`config.mk`:
```
export PLATFORM = sky130hd
export DESIGN_NAME = compressor_thermostat_lockout
export DESIGN_NICKNAME = d
export VERILOG_FILES = /design/src/rtl/ctl_pkg.sv /design/src/rtl/ctl_regs.sv /design/src/rtl/compressor_thermostat_lockout.sv
export SDC_FILE = /design/constraint.sdc
export NUM_CORES = 1
export LEC_CHECK = 0
export BUFFER_PORTS_ARGS = -buffer_cell sky130_fd_sc_hd__clkbuf_2
export CORE_UTILIZATION = 55
export CTS_BUF_LIST = sky130_fd_sc_hd__clkbuf_8
export CTS_CLUSTER_DIAMETER = 150
export DETAILED_ROUTE_END_ITERATION = 8
export PLACE_DENSITY = 0.79
export SLEW_MARGIN = 40
export SYNTH_ARGS = -nofsm -noshare
export SYNTH_HDL_FRONTEND = slang
export SYNTH_SLANG_ARGS = --single-unit
export TNS_END_PERCENT = 50
```
`constraint.sdc`:
```
create_clock -name i_clk -period 4.8 [get_ports i_clk]
set_input_delay 0.24 -clock i_clk [delete_from_list [all_inputs] [get_ports i_clk]]
set_output_delay 0.24 -clock i_clk [all_outputs]
set_load 0.05 [all_outputs]
```
`src/rtl/ctl_pkg.sv`:
```
// ----------------------------------------------------------------------------
// Thermostat lockout package
// Widths, register map, reset values and codes shared by the thermostat block.
// ----------------------------------------------------------------------------
`default_nettype none

package ctl_pkg;

    localparam int TEMP_WIDTH_DEF  = 12;
    localparam int TIMER_WIDTH_DEF = 20;

    localparam int HYST_W     = 10;
    localparam int MIN_OFF_W  = 20;
    localparam int BTN_LOCK_W = 16;
    localparam int BTN_CNT_W  = 17;
    localparam int REQ_W      = 2;
    localparam int ACT_W      = 3;
    localparam int CFG_DATA_W = 32;
    localparam int CFG_ADDR_W = 4;
    localparam int CFG_IDX_W  = 2;

    // Register indexes (byte address = 4 * index)
    localparam logic [CFG_IDX_W-1:0] REG_TEMP_TARGET  = 2'd0;
    localparam logic [CFG_IDX_W-1:0] REG_HYSTERESIS   = 2'd1;
    localparam logic [CFG_IDX_W-1:0] REG_MIN_OFF      = 2'd2;
    localparam logic [CFG_IDX_W-1:0] REG_BTN_LOCKOUT  = 2'd3;

    // Reset values
    localparam int TEMP_TARGET_RST = -288;
    localparam int HYST_RST        = 16;
    localparam int MIN_OFF_RST     = 300000;
    localparam int BTN_LOCK_RST    = 200;

    // Request kinds
    localparam logic [REQ_W-1:0] REQ_TICK   = 2'd0;
    localparam logic [REQ_W-1:0] REQ_SAMPLE = 2'd1;
    localparam logic [REQ_W-1:0] REQ_BUTTON = 2'd2;

    typedef enum logic [ACT_W-1:0] {
        ACT_NONE    = 3'd0,
        ACT_STARTED = 3'd1,
        ACT_STOPPED = 3'd2,
        ACT_HELD    = 3'd3,
        ACT_IGNORED = 3'd4
    } t_action;

endpackage

`default_nettype wire

```
`src/rtl/ctl_regs.sv`:
```
// ----------------------------------------------------------------------------
// Thermostat configuration registers
// APB register file holding target, hysteresis, minimum off time and lockout.
// ----------------------------------------------------------------------------
`default_nettype none

module ctl_regs #(
    parameter int TEMP_WIDTH = ctl_pkg::TEMP_WIDTH_DEF
) (
    input  wire logic                             i_clk,
    input  wire logic                             i_rst_n,
    input  wire logic                             psel,
    input  wire logic                             penable,
    input  wire logic                             pwrite,
    input  wire logic [ctl_pkg::CFG_ADDR_W-1:0]   paddr,
    input  wire logic [ctl_pkg::CFG_DATA_W-1:0]   pwdata,
    output logic      [ctl_pkg::CFG_DATA_W-1:0]   prdata,
    output logic                                  pready,
    output logic      [TEMP_WIDTH-1:0]            o_temp_target,
    output logic      [ctl_pkg::HYST_W-1:0]       o_hysteresis_band,
    output logic      [ctl_pkg::MIN_OFF_W-1:0]    o_min_off_ms,
    output logic      [ctl_pkg::BTN_LOCK_W-1:0]   o_button_lockout_ms
);
    import ctl_pkg::*;

    logic [TEMP_WIDTH-1:0]  r_temp_target;
    logic [HYST_W-1:0]      r_hyst;
    logic [MIN_OFF_W-1:0]   r_min_off;
    logic [BTN_LOCK_W-1:0]  r_btn_lock;
    logic [CFG_IDX_W-1:0]   reg_idx;
    logic                   wr_en;

    assign pready = 1'b1;
    assign reg_idx = paddr[CFG_ADDR_W-1:2];
    assign wr_en = psel && penable && pwrite && pready;

    always_ff @(posedge i_clk) begin
        if (!i_rst_n) begin
            r_temp_target <= TEMP_WIDTH'(TEMP_TARGET_RST);
            r_hyst        <= HYST_W'(HYST_RST);
            r_min_off     <= MIN_OFF_W'(MIN_OFF_RST);
            r_btn_lock    <= BTN_LOCK_W'(BTN_LOCK_RST);
        end else if (wr_en) begin
            case (reg_idx)
                REG_TEMP_TARGET: r_temp_target <= pwdata[TEMP_WIDTH-1:0];
                REG_HYSTERESIS:  r_hyst        <= pwdata[HYST_W-1:0];
                REG_MIN_OFF:     r_min_off     <= pwdata[MIN_OFF_W-1:0];
                REG_BTN_LOCKOUT: r_btn_lock    <= pwdata[BTN_LOCK_W-1:0];
                default: ;
            endcase
        end
    end

    always_comb begin
        case (reg_idx)
            REG_TEMP_TARGET: prdata = CFG_DATA_W'(r_temp_target);
            REG_HYSTERESIS:  prdata = CFG_DATA_W'(r_hyst);
            REG_MIN_OFF:     prdata = CFG_DATA_W'(r_min_off);
            REG_BTN_LOCKOUT: prdata = CFG_DATA_W'(r_btn_lock);
            default:         prdata = '0;
        endcase
    end

    assign o_temp_target       = r_temp_target;
    assign o_hysteresis_band   = r_hyst;
    assign o_min_off_ms        = r_min_off;
    assign o_button_lockout_ms = r_btn_lock;

endmodule

`default_nettype wire

```
`src/rtl/compressor_thermostat_lockout.sv`:
```
// A result passes through the input register and then the result register
// before it is presented.
// Throughput: one item per cycle while results are taken; results leave in
// input order, and a stalled result holds the input stage until it leaves.
// Reset (synchronous, active low): compressor off, both timers zero, lockout
// active, configuration back to its defaults, both pipeline stages empty.
// ----------------------------------------------------------------------------
// Compressor thermostat with anti-short-cycle lockout
// Bang-bang control on temperature samples, minimum off time, button toggle.
// ----------------------------------------------------------------------------
`default_nettype none

module compressor_thermostat_lockout #(
    parameter int TEMP_WIDTH  = ctl_pkg::TEMP_WIDTH_DEF,
    parameter int TIMER_WIDTH = ctl_pkg::TIMER_WIDTH_DEF
) (
    input  wire logic                                   i_clk,
    input  wire logic                                   i_rst_n,
    // tdata: temp_sample [TEMP_WIDTH-1:0], button_low [TEMP_WIDTH], zero pad
    input  wire logic [((TEMP_WIDTH+8)/8)*8-1:0]        s_axis_tdata,
    // tuser: req_type [1:0]
    input  wire logic [ctl_pkg::REQ_W-1:0]              s_axis_tuser,
    input  wire logic                                   s_axis_tvalid,
    output logic                                        s_axis_tready,
    // tdata: compressor_on [0], action [3:1], lockout_active [4], zero pad
    output logic      [7:0]                             m_axis_tdata,
    output logic                                        m_axis_tvalid,
    input  wire logic                                   m_axis_tready,
    input  wire logic                                   psel,
    input  wire logic                                   penable,
    input  wire logic                                   pwrite,
    input  wire logic [ctl_pkg::CFG_ADDR_W-1:0]         paddr,
    input  wire logic [ctl_pkg::CFG_DATA_W-1:0]         pwdata,
    output logic      [ctl_pkg::CFG_DATA_W-1:0]         prdata,
    output logic                                        pready
);
    import ctl_pkg::*;

    localparam int CW   = ((TEMP_WIDTH > HYST_W + 1) ? TEMP_WIDTH : HYST_W + 1) + 1;
    localparam int OFFW = (TIMER_WIDTH > MIN_OFF_W) ? TIMER_WIDTH : MIN_OFF_W;

    logic [TEMP_WIDTH-1:0]  cfg_target;
    logic [HYST_W-1:0]      cfg_hyst;
    logic [MIN_OFF_W-1:0]   cfg_min_off;
    logic [BTN_LOCK_W-1:0]  cfg_btn_lock;

    ctl_regs #(
        .TEMP_WIDTH (TEMP_WIDTH)
    ) u_regs (
        .i_clk               (i_clk),
        .i_rst_n             (i_rst_n),
        .psel                (psel),
        .penable             (penable),
        .pwrite              (pwrite),
        .paddr               (paddr),
        .pwdata              (pwdata),
        .prdata              (prdata),
        .pready              (pready),
        .o_temp_target       (cfg_target),
        .o_hysteresis_band   (cfg_hyst),
        .o_min_off_ms        (cfg_min_off),
        .o_button_lockout_ms (cfg_btn_lock)
    );

    // Input stage
    logic                   r_in_valid;
    logic [REQ_W-1:0]       r_in_req;
    logic [TEMP_WIDTH-1:0]  r_in_temp;
    logic                   r_in_btn;

    // Controller state
    logic                   r_running;
    logic [TIMER_WIDTH-1:0] r_off_ms;
    logic [BTN_CNT_W-1:0]   r_btn_ms;

    // Result stage
    logic                   r_out_valid;
    logic                   r_out_on;
    t_action                r_out_act;
    logic                   r_out_lock;

    logic                   advance;
    logic                   fire;
    logic                   n_running;
    logic [TIMER_WIDTH-1:0] n_off_ms;
    logic [BTN_CNT_W-1:0]   n_btn_ms;
    t_action                n_act;
    logic                   n_lock;
    logic signed [CW-1:0]   temp_x;
    logic signed [CW-1:0]   thr_hi;
    logic signed [CW-1:0]   thr_lo;
    logic                   start_ok;

    assign advance       = !r_out_valid || m_axis_tready;
    assign fire          = r_in_valid && advance;
    assign s_axis_tready = !r_in_valid || advance;

    always_ff @(posedge i_clk) begin
        if (!i_rst_n) begin
            r_in_valid <= 1'b0;
        end else if (s_axis_tready) begin
            r_in_valid <= s_axis_tvalid;
        end
    end

    always_ff @(posedge i_clk) begin
        if (s_axis_tready && s_axis_tvalid) begin
            r_in_req  <= s_axis_tuser;
            r_in_temp <= s_axis_tdata[TEMP_WIDTH-1:0];
            r_in_btn  <= s_axis_tdata[TEMP_WIDTH];
        end
    end

    // Exact thresholds at a width that cannot overflow
    always_comb begin
        temp_x = CW'(signed'(r_in_temp));
        thr_hi = CW'(signed'(cfg_target)) + signed'(CW'(cfg_hyst));
        thr_lo = CW'(signed'(cfg_target)) - signed'(CW'(cfg_hyst));
    end

    assign start_ok = OFFW'(r_off_ms) >= OFFW'(cfg_min_off);

    always_comb begin
        n_running = r_running;
        n_off_ms  = r_off_ms;
        n_btn_ms  = r_btn_ms;
        n_act     = ACT_NONE;
        case (r_in_req)
            REQ_TICK: begin
                if (r_off_ms != '1) begin
                    n_off_ms = r_off_ms + 1'b1;
                end
                if (r_btn_ms != '1) begin
                    n_btn_ms = r_btn_ms + 1'b1;
                end
            end
            REQ_SAMPLE: begin
                if (temp_x > thr_hi) begin
                    if (!r_running) begin
                        if (start_ok) begin
                            n_running = 1'b1;
                            n_act     = ACT_STARTED;
                        end else begin
                            n_act = ACT_HELD;
                        end
                    end
                end else if (temp_x < thr_lo) begin
                    // stop restarts the off timer even when already off
                    n_running = 1'b0;
                    n_off_ms  = '0;
                    n_act     = ACT_STOPPED;
                end
            end
            REQ_BUTTON: begin
                if (r_btn_ms > BTN_CNT_W'(cfg_btn_lock)) begin
                    n_btn_ms = '0;
                    if (!r_in_btn) begin
                        n_act = ACT_IGNORED;
                    end else if (r_running) begin
                        n_running = 1'b0;
                        n_off_ms  = '0;
                        n_act     = ACT_STOPPED;
                    end else if (start_ok) begin
                        n_running = 1'b1;
                        n_act     = ACT_STARTED;
                    end else begin
                        n_act = ACT_HELD;
                    end
                end else begin
                    n_act = ACT_IGNORED;
                end
            end
            default: ;
        endcase
        n_lock = !n_running && (OFFW'(n_off_ms) < OFFW'(cfg_min_off));
    end

    always_ff @(posedge i_clk) begin
        if (!i_rst_n) begin
            r_running <= 1'b0;
            r_off_ms  <= '0;
            r_btn_ms  <= '0;
        end else if (fire) begin
            r_running <= n_running;
            r_off_ms  <= n_off_ms;
            r_btn_ms  <= n_btn_ms;
        end
    end

    always_ff @(posedge i_clk) begin
        if (!i_rst_n) begin
            r_out_valid <= 1'b0;
        end else if (advance) begin
            r_out_valid <= r_in_valid;
        end
    end

    always_ff @(posedge i_clk) begin
        if (fire) begin
            r_out_on   <= n_running;
            r_out_act  <= n_act;
            r_out_lock <= n_lock;
        end
    end

    assign m_axis_tvalid = r_out_valid;
    assign m_axis_tdata  = {3'b000, r_out_lock, r_out_act, r_out_on};

endmodule

`default_nettype wire

```
Word-level counts from Yosys, hierarchy flattened --
Index checks and enable logic that the tools add are counted.
Word-level totals: flip-flop bits (word level) 118, input port bits 61
Cells by class: add/sub/neg operators 4, $lt $le $gt $ge 5, eq/ne operators 9, muxes and demuxes 27, reductions and logical operators 18
Operators by type and width (count):
- $pmux W32 S4 | 1
- $mux W20 | 6
- $pmux W20 S3 | 1
- $mux W17 | 2
- $pmux W17 S2 | 1
- $add A20 B1 Y20 const B | 1
- $ge A20 B20 Y1 | 1
- $lt A20 B20 Y1 | 1
- $ne A20 B20 Y1 const B | 1
- $add A17 B1 Y17 const B | 1
- $gt A17 B16 Y1 | 1
- $ne A17 B17 Y1 const B | 1
- $add A12 B11 Y13 | 1
- $gt A12 B13 Y1 | 1
- $lt A12 B13 Y1 | 1
- $sub A12 B11 Y13 | 1
- $mux W3 | 4
- $reduce_and A2 Y1 | 4
- $mux W1 | 7
- $eq A2 B2 Y1 const B | 3
- $mux W2 | 3
- $pmux W3 S2 | 1
- $logic_and A1 B1 Y1 | 5
- $eq A2 B1 Y1 const B | 2
- other kinds (7) | 12

Longest topological paths before layout --
depth in word-level cells 8, gate-level depth with buffers 27, gate-level depth less buffers 26

Hierarchy --
Synthesis repeated with hierarchy kept, for this count alone.
Second synthesis, totals: cells, all modules 1124, area, all modules 9390.3 sq um
By module, submodules not included:
- compressor_thermostat_lockout | times used 1, cells an instance 833, area an instance 6581.3 sq um
- ctl_regs | times used 1, cells an instance 291, area an instance 2808.9 sq um

Least setup slack after synthesis --
OpenSTA, ideal clock, no wires.
kind register to register, start point reg u_regs.r_hyst[1], in the netlist u_regs.o_hysteresis_band[1], end point reg r_out_lock (data pin), library setup time 167 ps, arrival time 5030 ps, setup slack -397 ps, stages on the path, launching flop included 26, path buffers 1, period minus slack after synthesis 5197 ps, path through dfxtp_1 > inv_1 > ha_1 > nor2b_1 > o21bai_1 > a21oi_1 > o211ai_1 > a2111oi_0 > o211a_1 > nor3_1 > ha_1 > nand4_1 > o41a_1 > nand2_1 > a21oi_1 > nand4bb_2 > clkbuf_1 > o21ai_0 > o31ai_1 > ha_1 > a21o_1 > a2111oi_0 > nor2_1 > nor4_1 > o21ai_0 > a221oi_2
Between the ends: cells in the longest elaborated chain, start to end 7, elaborated cells on any way between the ends 13, those cells by class add/sub (2); order compare (3); mux (6); reduce/logical (2)
Ends and longest elaborated chain:
- start: declaration | RTL line ctl_regs.sv:27 | logic [HYST_W-1:0] r_hyst;
- start signal: assignment | RTL line ctl_regs.sv:40 | r_hyst <= HYST_W'(HYST_RST);
- start signal: assignment | RTL line ctl_regs.sv:46 | REG_HYSTERESIS: r_hyst <= pwdata[HYST_W-1:0];
- $sub A12 B11 Y13 | RTL line compressor_thermostat_lockout.sv:118 | thr_lo = CW'(signed'(cfg_target)) - signed'(CW'(cfg_hyst));
- $lt A12 B13 Y1 | RTL line compressor_thermostat_lockout.sv:147 | end else if (temp_x < thr_lo) begin
- $mux W20 | RTL line compressor_thermostat_lockout.sv:147
- $mux W20 * | RTL line compressor_thermostat_lockout.sv:138 | if (temp_x > thr_hi) begin
- $pmux W20 S3 * | RTL line compressor_thermostat_lockout.sv:128 | case (r_in_req)
- named net n_off_ms[7] | RTL line compressor_thermostat_lockout.sv:85 | logic [TIMER_WIDTH-1:0] n_off_ms;
- $lt A20 B20 Y1 * | RTL line compressor_thermostat_lockout.sv:175 | n_lock = !n_running && (OFFW'(n_off_ms) < OFFW'(cfg_min_off));
- $logic_and A1 B1 Y1 * | RTL line compressor_thermostat_lockout.sv:175
- named net n_lock | RTL line compressor_thermostat_lockout.sv:88 | logic n_lock;
- end signal: assignment | RTL line compressor_thermostat_lockout.sv:202 | r_out_lock <= n_lock;
- end: declaration | RTL line compressor_thermostat_lockout.sv:80 | logic r_out_lock;
Mark *: on every way through the listed nets, which the timed path passes. The rest lies on a longest branch. A chain may end at the register's enable or synchronous reset.

Worst setup path in the final report --
start point reg u_regs.r_hyst[0], in the netlist u_regs.o_hysteresis_band[0], end point reg r_out_lock (data pin)
The elaborated chain is that of the path after synthesis.

==> run summary <==
• run status: finished with violations
• failing checks: setup timing
• remaining design rule violation count: 0
• largest family of logic cells by synthesized area: simple AND/OR/NAND/NOR gates
• number of pins exceeding their max-slew limit in the final report: 0
• minimum setup slack after placement: -0.7010 ns
• crit-path leading delay family: compound AO/OA/AOI/OAI gates
• register clock-pin slew on the reported worst setup and hold paths: 0.08 ns
• delay of the slowest critical-path stage: 0.39 ns
• total half-perimeter wirelength after legalization and detailed placement: 18.66 mm
• dominant synthesized flop cell: dfxtp_1
• count of routing violations after the opening detailed-route iteration: 678
• worst setup path endpoint: r_out_lock
• upper clock frequency limit: 0.1873 GHz
• count of nets left with antenna violations after detail routing: 0
• Synth Area in Compound Gates: 0.2112
• leading area contributor after synthesis: dfxtp_1
• synthesized instance count: 1126
• share of cells above drive strength 1: 0.1859
• Crit. path cell count: 26
• initial standard-cell utilization of the core: 0.5663
• worst supply voltage drop on vdd: 0.2037 mV
• Global Route met1 Usage: 0.4080
• routing usage on met3: 0.07175
• clk buf depth: 2
• core area: 0.01594 mm²
• total wire length: 25.26 mm
• library cell with the highest instance count after synthesis: nand2_1
• power per unit of standard cell area: 217.3 mW/mm²
• maximum net fanout on the critical path: 7
• via-per-instance ratio: 5.955
• pin slew with the least headroom to its limit: 0.8054 ns
• Final Hold Fails: 0
• Remaining Overflow, GRT: 0
• GRT met2 Usage: 0.4897
• top post-synthesis cells by count: nand2_1 (179), ha_1 (107), dfxtp_1 (98)
• instance count after placement with tap cells included: 1405
• min-delay src: pwdata[19]
• main area contributors after synthesis: dfxtp_1 (22%), ha_1 (15%), nand2_1 (7.4%)
• multiplexer share of the synthesized area: 0.04185
• clock sinks: 118
• Distinct cells, synth: 75
• deepest level of the CTS H-tree: 4
• post-layout net count: 1405
• clock tree from TritonCTS: built
• source-to-sink clock delay at the later pin of the worst-skew pair: 0.47 ns
• startpoint kind of the worst setup timing path: flip-flop
• count of cells along the worst register-to-register path: 26
• Arrival @ worst endpoint: 5.54 ns
• switching power: 700.0 µW
• global placement routability congestion: 0.9380
• setup repair after global routing missed its margin: true
• number of global-route vias before repair: 8085
• startpoint-to-endpoint class of the critical path: flip-flop to flip-flop
• CTS buffer count: 17
• die outline height: 130.1 µm
• Adder-Cell Fraction of Synth Area: 0.1527
• global-route wire length before repair: 40.43 mm
• antenna violations before repair: 0
• setup slack on the worst flop-to-flop path: -0.54 ns
• grt peak-use layer: met2
• overall track demand over capacity in global routing: 0.3108
• Layout Skew: 0.01371 ns
• placement row count: 46
• number of ports placed on the die boundary: 104
• I/O Buffers: 70
• Worst Setup SP: u_regs.o_hysteresis_band[0]
• number of buffers and inverters on the critical path: 3
• post-layout instance count excluding filler cells: 1464
• Area growth, synth to finish: 16.92%
• clock root buffer: clkbuf_8
• EDFF count, synth: 20
• Comb power frac: 0.164
• cell area after synthesis: 0.009029 mm²
• static power due to leakage: 0.004408 µW
• Synth top area share: 0.2173
• antenna diode count: 0
• Period minus WS final: 5.340 ns
• setup_tns: -0.5397 ns
• Worst Hold Margin: 0.01293 ns
• area enclosed by the die boundary: 0.01693 mm²
• Post-synth ARST share: 0
• routed wirelength normalized by instance count: 17.25 µm
• Overall Power: 2294 µW
• worst slew margin relative to its limit: 0.4616
• kind of path behind the tightest hold check: input pin to flip-flop
• worst reg2reg path endpoint: r_out_lock
• reported max-cap violation count: 0
• sequential share of the synthesized area: 0.2838
• length of the first detailed-routing pass in iterations: 5
• source of the worst register-to-register timing path: u_regs.o_hysteresis_band[0]
• Final period util: 1.112
• Via Count: 8718
• internal power: 1594 µW
• count of filler cells inserted in the layout: 1355
• count of synthesis-stage warnings from yosys: 0
• xor/xnor share of the synthesized area: 0.01649
• number of register bits inferred by synthesis: 118
• Chip Width: 130.1 µm
• net switching fraction of the power: 0.3052
• fraction of the mapped netlist area in simple logic gates: 0.2226
• final setup margin: -0.5397 ns
• kind of end point of the critical path: flip-flop
• mean instance size in the synthesized netlist: 8.018 µm²
• clock network fraction of total power: 0.383
• Final Setup Violations: 1
• pin count of the biggest net entering global routing: 49
• Worst path slowest cell: a221o_1
• part of the total power dissipated in sequential elements: 0.453
• Data required, critical path: 5.00 ns
-- logic make-up (layout without fill, tap and decap cells) --
| logic type | Yosys count | count (layout) |
|---|---|---|
| AND/OR/NAND/NOR | 420 | 420 |
| AO/OA/AOI/OAI | 286 | 286 |
| buffers and inverters | 149 | 257 |
| flip-flops | 118 | 118 |
| adder cells (fa/ha/maj) | 109 | 109 |
| multiplexers | 25 | 25 |
| XOR/XNOR | 17 | 17 |
| other | 2 | 16 |
-- layout make-up --
type	instances	area [µm²]	share of cell area
clock buffer	19	261.5	0.02477
timing repair buffer	149	998.5	0.09458
sequential	118	2565	0.2430
tap	216	270.3	0.02560
clock inverter	13	103.9	0.009838
inverter	76	285.3	0.02702
multi-input combinational	873	6072	0.5752
-- registers in the layout, indices dropped and copies added, names as in the netlist --
signal	flops
u_regs.o_min_off_ms	20
u_regs.o_temp_target	12
r_in_temp	12
r_in_btn	1
r_in_valid	1
u_regs.o_button_lockout_ms	16
r_off_ms	20
m_axis_tvalid	1
r_out_lock	1
r_running	1
r_out_act	3
r_out_on	1
r_in_req	2
r_btn_ms	17
u_regs.o_hysteresis_band	10
-- worst register-to-register path, delay by kind of cell, from the launching register on --
kind | cells | cell delay (ns)
AND/OR/NAND/NOR | 7 | 1.11
adder cells (fa/ha/maj) | 4 | 1.02
AO/OA/AOI/OAI | 12 | 2.21
buffers and inverters | 3 | 0.40
flip-flops | 1 | 0.33
-- stage by stage --
stage,util,area (µm²)
after detailed placement,0.6147,9801
after CTS,0.6578,10490
after global placement,0.6144,9796
final,0.6621,10560
after global routing,0.6621,10560
after floorplan,-,9153
-- metal layers --
metal  part of all wire  vias up
met4              0.034        0
met1               0.44     4101
met2               0.45      355
met3              0.077       61
li1                   -     4201
met5                  0        -
-- power groups by stage --
stage | combinational [µW] | sequential (µW) | clock (µW)
2_1_floorplan | 238 | 1060 | 0
3_3_place_gp | 328 | 1060 | 0
3_5_place_dp | 334 | 1060 | 0
4_1_cts | 363 | 1040 | 886
5_1_grt | 406 | 1040 | 927
6_report | 375 | 1040 | 879
-- layout by cell type, fill, tap and decap left out, types with 10 or more instances in the layout --
master,instances
clkbuf_2,69
dfxtp_1,96
a21o_1,10
nor3_1,24
a211oi_1,10
buf_4,60
nor2_1,59
dlygate4sd3_1,16
clkbuf_8,19
and2_1,17
nand3_1,45
xnor2_1,11
nand4_1,17
inv_1,74
a21boi_0,43
nor2b_1,14
edfxtp_1,20
o21a_1,10
o211ai_1,20
conb_1,16
o21ai_0,51
nand2_1,177
o21ai_1,10
mux4_2,10
or3_1,13
ha_1,104
mux2i_1,13
a21oi_1,56
and3_1,11
-- how the worst min path moves through the flow --
stage | slack (ns) | cells after the start | to
floorplan | 0.34 | 0 | r_in_btn
global placement | 0.42 | 1 | r_in_temp[11]
detailed placement | 0.42 | 1 | r_in_temp[3]
CTS | 0.003 | 3 | u_regs.o_min_off_ms[19]
global route | 0.0008 | 3 | u_regs.o_min_off_ms[19]
finish | 0.01 | 3 | u_regs.o_min_off_ms[19]
-- timing repair --
action                                  4_1_cts  5_1_grt
hold buffers                                 16        0
cloned                                        0        0
pin swaps                                    20       10
buffers inserted                              8        3
endpoints found under the setup margin        1        1
endpoints found under the hold margin        16        0
resized for setup                            25       14
No activity file was read; power rests on OpenSTA's default activity.
